<file path="config.mk">
export PLATFORM = sky130hd
export DESIGN_NAME = gmd_solver
export DESIGN_NICKNAME = d
export VERILOG_FILES = /design/src/hw/rtl/gmd_pkg.sv /design/src/hw/rtl/gmd_solver.sv
export SDC_FILE = /design/constraint.sdc
export NUM_CORES = 2
export LEC_CHECK = 0
export BUFFER_PORTS_ARGS = -buffer_cell sky130_fd_sc_hd__buf_2
export CAP_MARGIN = 10
export CORE_AREA = 2 2 300 302
export DETAILED_ROUTE_END_ITERATION = 10
export DIE_AREA = 0 0 302 304
export GPL_TIMING_DRIVEN = 0
export PLACE_DENSITY = 0.76
export SLEW_MARGIN = 25
export SYNTH_ARGS = -nofsm -noshare
export SYNTH_HDL_FRONTEND = slang
export SYNTH_SLANG_ARGS = --single-unit
</file>
<file path="constraint.sdc">
create_clock -name clk -period 13.2 [get_ports clk]
set_input_delay 1.98 -clock clk [delete_from_list [all_inputs] [get_ports clk]]
set_output_delay 1.98 -clock clk [all_outputs]
set_load 0.005 [all_outputs]
</file>
<file path="src/hw/rtl/gmd_pkg.sv">
`default_nettype none
package gmd_pkg;
	localparam int MAX_WIDTH    = 4096;
	localparam int ADDR_BITS    = $clog2(MAX_WIDTH);
	localparam int PIXEL_BITS   = 16;
	localparam int FW_BITS      = 13;
	localparam int FH_BITS      = 16;
	localparam int ROW_BITS     = 17;
	localparam int GRAD_BITS    = 22;
	localparam int SQ_BITS      = 45;
	localparam int CX_BITS      = 48;
	localparam int ACC_BITS     = 27;
	localparam int MAG_BITS     = 22;
	localparam int DIR_BITS     = 17;
	localparam int CORDIC_STEPS = 23;
	localparam int STEP_BITS    = 5;

	localparam logic [1:0] REG_FRAME_WIDTH  = 2'd0;
	localparam logic [1:0] REG_FRAME_HEIGHT = 2'd1;
	localparam logic [1:0] REG_OPERATOR     = 2'd2;
	localparam logic [1:0] REG_DIR_ENABLE   = 2'd3;

	localparam logic [1:0] OP_CENTRAL = 2'd0;
	localparam logic [1:0] OP_PREWITT = 2'd1;
	localparam logic [1:0] OP_SOBEL   = 2'd2;
	localparam logic [1:0] OP_SCHARR  = 2'd3;

	typedef struct packed {
		logic                        start;
		logic                        ack;
		logic                        scale4;
		logic                        dir_en;
		logic signed [GRAD_BITS-1:0] gx;
		logic signed [GRAD_BITS-1:0] gy;
	} sol_req_t;

	typedef struct packed {
		logic                valid;
		logic [MAG_BITS-1:0] magnitude;
		logic [DIR_BITS-1:0] direction;
	} sol_rsp_t;

	// atan(2^-i) in units of pi/2^24
	function automatic logic [22:0] atan_unit(input logic [STEP_BITS-1:0] i);
		logic [22:0] a;
		case (i)
			5'd0:  a = 23'd4194304;
			5'd1:  a = 23'd2476042;
			5'd2:  a = 23'd1308273;
			5'd3:  a = 23'd664100;
			5'd4:  a = 23'd333339;
			5'd5:  a = 23'd166832;
			5'd6:  a = 23'd83436;
			5'd7:  a = 23'd41721;
			5'd8:  a = 23'd20861;
			5'd9:  a = 23'd10430;
			5'd10: a = 23'd5215;
			5'd11: a = 23'd2608;
			5'd12: a = 23'd1304;
			5'd13: a = 23'd652;
			5'd14: a = 23'd326;
			5'd15: a = 23'd163;
			5'd16: a = 23'd81;
			5'd17: a = 23'd41;
			5'd18: a = 23'd20;
			5'd19: a = 23'd10;
			5'd20: a = 23'd5;
			5'd21: a = 23'd3;
			5'd22: a = 23'd1;
			default: a = 23'd0;
		endcase
		return a;
	endfunction
endpackage
`default_nettype wire

</file>
<file path="src/hw/rtl/gmd_solver.sv">
`default_nettype none
module gmd_solver import gmd_pkg::*; (
	input  wire      clk,
	input  wire      arst_n,
	input  sol_req_t req,
	output sol_rsp_t rsp
);
	localparam logic [2:0] P_IDLE = 3'd0;
	localparam logic [2:0] P_SQX  = 3'd1;
	localparam logic [2:0] P_SQY  = 3'd2;
	localparam logic [2:0] P_RUN  = 3'd3;
	localparam logic [2:0] P_HOLD = 3'd4;

	logic [2:0]                  phase_q;
	logic [STEP_BITS-1:0]        step_q;
	logic signed [GRAD_BITS-1:0] gx_q, gy_q;
	logic                        scale_q, dir_en_q, spec_q;
	logic [DIR_BITS-1:0]         spec_dir_q;
	logic [SQ_BITS-1:0]          sq_q, rem_q, root_q;
	logic signed [CX_BITS-1:0]   x_q, y_q;
	logic signed [ACC_BITS-1:0]  acc_q;

	logic signed [GRAD_BITS-1:0]   mul_in, gxn, gyn;
	logic signed [2*GRAD_BITS-1:0] prod;
	logic signed [CX_BITS-1:0]     xs, ys, dx, dy;
	logic [SQ_BITS-1:0]            bval, trial, qsum;
	logic [5:0]                    bshift;
	logic signed [ACC_BITS-1:0]    atan_s;

	assign mul_in = (phase_q == P_SQX) ? gx_q : gy_q;
	assign prod   = mul_in * mul_in;
	assign qsum   = sq_q + SQ_BITS'($unsigned(prod));

	assign gxn = req.gy[GRAD_BITS-1] ? -req.gx : req.gx;
	assign gyn = req.gy[GRAD_BITS-1] ? -req.gy : req.gy;
	assign xs  = CX_BITS'(gxn) <<< 24;
	assign ys  = CX_BITS'(gyn) <<< 24;

	assign bshift = 6'(2 * (CORDIC_STEPS - 1)) - {step_q, 1'b0};
	assign bval   = SQ_BITS'(1) << bshift;
	assign trial  = root_q + bval;
	assign dx     = y_q >>> step_q;
	assign dy     = x_q >>> step_q;
	assign atan_s = $signed({{(ACC_BITS-23){1'b0}}, atan_unit(step_q)});

	always_ff @(posedge clk or negedge arst_n) begin
		if (!arst_n) begin
			phase_q <= P_IDLE;
			step_q  <= '0;
		end else begin
			unique case (phase_q)
				P_IDLE: if (req.start) phase_q <= P_SQX;
				P_SQX:  phase_q <= P_SQY;
				P_SQY: begin
					phase_q <= P_RUN;
					step_q  <= '0;
				end
				P_RUN: begin
					if (step_q == STEP_BITS'(CORDIC_STEPS - 1)) phase_q <= P_HOLD;
					step_q <= step_q + 1'b1;
				end
				P_HOLD: if (req.ack) phase_q <= P_IDLE;
				default: phase_q <= P_IDLE;
			endcase
		end
	end

	always_ff @(posedge clk) begin
		if (phase_q == P_IDLE && req.start) begin
			gx_q     <= req.gx;
			gy_q     <= req.gy;
			scale_q  <= req.scale4;
			dir_en_q <= req.dir_en;
			// fold into the upper half plane, quarter turn when left of the axis
			spec_q     <= (req.gy == '0) || (gxn == '0);
			spec_dir_q <= (req.gy == '0) ? (req.gx[GRAD_BITS-1] ? DIR_BITS'(65536) : '0)
				: DIR_BITS'(32768);
			if (gxn[GRAD_BITS-1]) begin
				x_q   <= ys;
				y_q   <= -xs;
				acc_q <= ACC_BITS'(1) <<< 23;
			end else begin
				x_q   <= xs;
				y_q   <= ys;
				acc_q <= '0;
			end
		end
		if (phase_q == P_SQX) sq_q <= SQ_BITS'($unsigned(prod));
		if (phase_q == P_SQY) begin
			rem_q  <= scale_q ? (qsum << 2) : qsum;
			root_q <= '0;
		end
		if (phase_q == P_RUN) begin
			if (rem_q >= trial) begin
				rem_q  <= rem_q - trial;
				root_q <= (root_q >> 1) + bval;
			end else begin
				root_q <= root_q >> 1;
			end
			// freeze once y reaches zero
			if (y_q != '0) begin
				if (!y_q[CX_BITS-1]) begin
					x_q   <= x_q + dx;
					y_q   <= y_q - dy;
					acc_q <= acc_q + atan_s;
				end else begin
					x_q   <= x_q - dx;
					y_q   <= y_q + dy;
					acc_q <= acc_q - atan_s;
				end
			end
		end
	end

	logic [DIR_BITS-1:0] dir_clamped;
	always_comb begin
		if (acc_q[ACC_BITS-1])
			dir_clamped = '0;
		else if (acc_q > (ACC_BITS'(1) <<< 24))
			dir_clamped = DIR_BITS'(65536);
		else
			dir_clamped = acc_q[24:8];
	end

	assign rsp.valid     = (phase_q == P_HOLD);
	assign rsp.magnitude = root_q[MAG_BITS-1:0];
	assign rsp.direction = !dir_en_q ? '0 : (spec_q ? spec_dir_q : dir_clamped);
endmodule
`default_nettype wire

</file>
# --- Word-level counts from Yosys, hierarchy flattened ---
# Memory sizes are Yosys's and may differ from the RTL's.
# Cells that the tools add are included.
# W data, S select, Z words.
totals:
  out_inout_bits: 40
  mem_count: 1
  elab_cells: 87
  input_bits: 50
  mem_bits_ro: 736
  regBits: 329
mem_list:
  columns: ["name", "depth", "width", "rd", "rd_clocked_by_memory_dff", "wr", "line_no", "text"]
  rows:
  - ["(no name shown)", 32, 23, 1, 0, 0, "gmd_pkg.sv:46", "case (i)"]
op_classes:
  n_eq_ne: 8
  order_cmp: 2
  n_shift: 3
  reduce_logical: 8
  add_sub_neg: 15
  mul: 1
  muxes: 35
op_table:
  columns: ["operator", "n"]
  rows:
  - ["$mux W48", 10]
  - ["$mux W45", 7]
  - ["$mux W27", 4]
  - ["$add A48 B48 Y48", 2]
  - ["$sshr A48 B5 Y48", 2]
  - ["$sub A48 B48 Y48", 2]
  - ["$mux W17", 5]
  - ["$mux W22", 3]
  - ["$neg A46 Y48", 1]
  - ["$reduce_bool A48 Y1", 1]
  - ["$add A44 B44 Y45", 1]
  - ["$add A44 B45 Y45", 1]
  - ["$add A45 B45 Y45", 1]
  - ["$ge A45 B45 Y1", 1]
  - ["$shl A1 B6 Y45 const A", 1]
  - ["$sub A45 B45 Y45", 1]
  - ["$logic_not A22 Y1", 2]
  - ["$mul A22 B22 Y44", 1]
  - ["$neg A22 Y22", 2]
  - ["$add A27 B24 Y27", 1]
  - ["$gt A27 B26 Y1 const B", 1]
  - ["$sub A27 B24 Y27", 1]
  - ["$mux W24", 1]
  - ["$pmux W3 S5", 1]
  - ["other kinds (14)", 19]

# --- Longest topological paths before layout ---
depth:
  depth_word: 8
  depth_mapped: 46
  mapped_depth_nobuf: 42

# --- Least setup slack after synthesis ---
# OpenSTA, ideal clock, no wires.
synth_path:
  path_type: "flip-flop to flip-flop"
  startpoint: "register phase_q[0]"
  endpoint: "register rem_q[37]"
  setup_ps: 134
  stages_incl_launch_ff: 41
  setup_slack_ps: 1442
  arrival_ps: 11625
  path_buffers: 4
  synth_period_minus_slack_ps: 11758
  required_time_ps: 13066
  path_cell_list: "dfrtp_1 clkbuf_1 clkinv_1 nor3_1 clkbuf_1 clkbuf_1 mux2_2 buf_1 nand2_1 fa_1 fa_1 inv_1 fa_1 fa_1 fa_1 fa_1 inv_1 fa_1 (+5 left out) a21bo_2 a21oi_1 or2_2 a311o_1 a21oi_1 xnor2_1 ha_1 a21oi_1 o21ai_0 a21oi_1 or4b_2 o21a_1 a21oi_1 o21ai_0 xor2_1 mux2_2 nor2_1 o22ai_1"
synth_via:
  elab_chain_len: 8
  word_cells_on_any_way: 10
  classes_between: "1 x add/sub; 1 x mul; 3 x eq/ne; 5 x mux"
synth_rtl:
  columns: ["element", "line_no", "text"]
  rows:
  - ["from (decl)", "gmd_solver.sv:14", "logic [2:0] phase_q;"]
  - ["from (signal assigned)", "gmd_solver.sv:48", "phase_q <= P_IDLE;"]
  - ["from (signal assigned)", "gmd_solver.sv:52", "P_IDLE: if (req.start) phase_q <= P_SQX;"]
  - ["from (signal assigned)", "gmd_solver.sv:53", "P_SQX: phase_q <= P_SQY;"]
  - ["$eq A3 B1 Y1 *", "gmd_solver.sv:30", "assign mul_in = (phase_q == P_SQX) ? gx_q : gy_q;"]
  - ["$mux W22 *", "gmd_solver.sv:30", null]
  - ["$mul A22 B22 Y44 *", "gmd_solver.sv:31", "assign prod = mul_in * mul_in;"]
  - ["named net prod[27]", "gmd_solver.sv:24", "logic signed [2*GRAD_BITS-1:0] prod;"]
  - ["$add A44 B44 Y45 *", "gmd_solver.sv:32", "assign qsum = sq_q + SQ_BITS'($unsigned(prod));"]
  - ["$mux W45 *", "gmd_solver.sv:90", "rem_q <= scale_q ? (qsum << 2) : qsum;"]
  - ["$mux W45 *", "gmd_solver.sv:89", "if (phase_q == P_SQY) begin"]
  - ["$mux W45", "gmd_solver.sv:94", "if (rem_q >= trial) begin"]
  - ["$mux W45 *", "gmd_solver.sv:93", "if (phase_q == P_RUN) begin"]
  - ["to (signal assigned)", "gmd_solver.sv:90", null]
  - ["to (signal assigned)", "gmd_solver.sv:95", "rem_q <= rem_q - trial;"]
  - ["to (decl)", "gmd_solver.sv:19", "logic [SQ_BITS-1:0] sq_q, rem_q, root_q;"]
# Mark *: on every way through the listed nets, which the timed path passes. The rest lies on a longest branch.
# A chain may end at the register's enable or synchronous reset.

# --- Final worst setup path ---
layout_path:
  startpoint: "register phase_q[0]"
  endpoint: "register rem_q[40]"
# Same word-level chain as after synthesis.

==> summary.md <==
| Metric | Value |
|---|---|
| Run status | completed |
| Slew margin rel. | 17.4% |
| Setup WS pre-CTS | -1.03 ns |
| Core box area | 89000 um2 |
| WL/cell | 27.0 um |
| Final nets | 7260 |
| Via count of the first global-routing pass | 49.8k |
| Seq/Total Area, Yosys | 14.6% |
| Synth warn | 0 |
| Via count | 49.8k |
| Number of distinct library cells after synthesis | 119 |
| GRT Resource Usage Total | 44.3% |
| # hold bufs at CTS | 0 |
| Clock buffer depth | 3 |
| Gpl congestion | 1.09 |
| Worst-margin pin slew | 1.23 ns |
| Initial antenna violation count | 6 |
| Final setup viols | 0 |
| Post-Syn Area | 52600 um2 |
| Worst hold-check path type | reg -> reg |
| Most used cell, CP | fa_1 |
| Synthesized area per cell | 8.48 um2 |
| Initial DRC count | 5337 |
| Max incr delay on CP | 0.59 ns |
| HPWL Detailed | 166000 um |
| Crit-path max FO | 45 |
| Layout Area Growth over Synthesis | 6.89% |
| Largest cells by area after synthesis | fa_1 (17%), ha_1 (9.8%), edfxtp_1 (7.8%), dfxtp_1 (6.4%), inv_1 (4.8%) |
| Worst Clk Skew | 0.0275 ns |
| ANT nets after route | 0 |
| Initial Util | 59.1% |
| Worst hold slack | 0.494 ns |
| 1st-pass router iterations | 6 |
| CTS root buf | clkbuf_16 |
| Top_reg_cell synth | dfxtp_1 |
| Post-synth ARST share | 2.56% |
| CTS tree | built |
| Max_cap viols | 0 |
| GRT overflow | 0 |
| Num ports | 90 |
| Worst-path clk slew | 0.06 ns |
| Post-synth EDFFs | 137 |
| Chip width | 302 um |
| Achievable Freq | 80.6 MHz |
| Fin. max-slew vios | 0 |
| Final cycle utilization of the critical path | 93.9% |
| CTS H-tree lvls | 2 |
| Share of the synthesized area in the top cell type | 17.4% |
| Syn Inst Count | 6203 |
| First-pass GRT wire length | 306000 um |
| Port bufs | 89 |
| Yosys top cell by area | fa_1 |
| Arrival @ worst endpoint | 12.88 ns |
| RSZ-0062 raised after global routing | no |
| Post-route minimum period | 12.40 ns |
| Die area | 91800 um2 |
| # fillers | 7813 |
| CP Capture Type | flip-flop |
| Die H | 304 um |
| Pin count of the biggest net entering global routing | 46 |
| Syn_nets | 7122 |
| Vias per Instance | 6.60 |
| Hold Fails Final Rpt | 0 |
| Clk Latency, worst-skew pair | 0.63 ns |
| Final WL | 204000 um |
| Seq cells post-synth | 313 |
| Startpoint Class | flip-flop |
| CP max stage cell | fa_1 |
| Final WS setup | 0.800 ns |
| Register-to-register setup slack | 0.80 ns |
| CTS sink cnt | 313 |
| Row count | 110 |
| Share of cells above drive strength 1 | 8.72% |
| Critical path class | reg -> reg |
| Num CTS Buffers | 41 |
| Required @ worst endpoint | 13.68 ns |
| DRC viols | 0 |
## path summary, 6_finish.rpt
path | startpoint | end | cells past startpoint
max | phase_q[0]$_DFFE_PN0P_ | rem_q[40]$_DFF_P_ | 41
min | acc_q[0]$_DFF_P_ | acc_q[0]$_DFF_P_ | 2
max reg2reg | phase_q[0]$_DFFE_PN0P_ | rem_q[40]$_DFF_P_ | 41
min reg2reg | acc_q[0]$_DFF_P_ | acc_q[0]$_DFF_P_ | 2
max in group asynchronous | arst_n | phase_q[0]$_DFFE_PN0P_ | 1
min in group asynchronous | arst_n | step_q[3]$_DFFE_PN0P_ | 1
## state kept, by name (all words and copies together), names as in the netlist
| name | count |
|---|---|
| spec_dir_q | 2 |
| sq_q | 43 |
| acc_q | 27 |
| gx_q | 22 |
| gy_q | 22 |
| scale_q | 1 |
| y_q | 48 |
| spec_q | 1 |
| x_q | 48 |
| dir_en_q | 1 |
| rem_q | 45 |
| step_q | 5 |
| phase_q | 3 |
| root_q | 45 |
## cell families (layout without fill, tap and decap cells)
family / after synthesis / after routing / synth area share (%)
flops: 313 / 313 / 14.6
buf+inv: 1013 / 1184 / 7.78
xor+xnor: 488 / 488 / 8.14
fa+ha+maj: 869 / 869 / 27.2
simple gates: 1666 / 1666 / 14.9
mux: 305 / 305 / 8.36
other cells: 0 / 4 / 0
compound gates: 1549 / 1549 / 19.0
## cell usage after synthesis, drive strengths merged (16+ instances only)
cell type    n
o21a        41
fa         458
buf        115
nor3        80
a21boi      17
nand4       47
dfxtp      168
mux4        98
a21o       150
ha         411
o22ai       36
a31oi       73
nor2       467
nor4        30
and3        51
a211oi     125
or2         18
edfxtp     137
o31ai       31
o211ai      53
a22oi       27
o21ai      333
xnor2      265
and2        60
a31o        30
nand2      552
clkbuf     214
inv        676
nor2b       64
or3         33
xor2       223
mux2i      117
a221oi      27
o21bai      43
nand2b      60
nand3      158
a21oi      411
mux2        90
a22o        16
## metrics by stage
step | TNS, ns | instances | util, % | area, um2
after floorplan | 0 | 6203 | - | 52600
after global placement | -28.85 | 7468 | 61.2 | 54500
after detailed placement | -10.06 | 7473 | 61.4 | 54700
after CTS | 0 | 7549 | 63.0 | 56100
after global routing | 0 | 7551 | 63.1 | 56200
final | 0 | 7554 | 63.1 | 56200
## critical path, delay by kind of cell (launching register included)
family | cells | cell delay [ns]
xor+xnor | 2 | 0.30
compound gates | 13 | 3.50
fa+ha+maj | 9 | 4.41
buf+inv | 9 | 2.01
mux | 1 | 0.40
flops | 1 | 0.32
simple gates | 7 | 1.32
## layout make-up
class / instances / area, um2 / area share (%)
multi-input combinational: 4877 / 40900 / 72.8
sequential: 313 / 7680 / 13.7
inverter: 684 / 2570 / 4.57
buffer: 326 / 1550 / 2.76
tap: 1176 / 1470 / 2.62
clock buffer: 49 / 1160 / 2.07
timing repair buffer: 98 / 582 / 1.03
clock inverter: 27 / 290 / 0.516
antenna: 4 / 10.0 / 0.0178
## layout by cell type, fill, tap and decap left out, types with 31 or more instances in the layout
master / instances
buf_4: 34
nor3_1: 73
nand2b_1: 59
a21oi_1: 411
buf_2: 123
nor2_1: 464
fa_1: 458
o21ai_0: 314
nor2b_1: 64
a31oi_1: 73
nand3_1: 156
clkbuf_16: 45
inv_1: 672
ha_1: 411
dfxtp_1: 168
o22ai_1: 36
nand4_1: 46
and3_1: 49
mux4_2: 98
or3_1: 32
o211ai_1: 53
buf_1: 34
o31ai_1: 31
clkbuf_1: 199
edfxtp_1: 137
o21a_1: 41
a21o_1: 150
and2_1: 58
xor2_1: 223
a211oi_1: 124
o21bai_1: 43
xnor2_1: 264
nand2_1: 551
mux2_2: 86
mux2i_1: 110
## per-layer routing
metal | global-route usage (%) | share of wire [%] | wire, um
met2 | 70.2 | 45 | 91500
met1 | 53.2 | 37 | 75200
met4 | 31.3 | 8.7 | 17700
met3 | 10.0 | 9.6 | 19500
met5 | 0 | 0.018 | 37
## repair_timing
item	4_1_cts	5_1_grt
resized for setup	5	28
endpoints found under the setup margin	16	90
buffers inserted	0	4
pin swaps	0	0
Power is left out: the tool's default activity adds up to more than one toggle a clock period on the data nets, which glitch-free logic cannot reach.
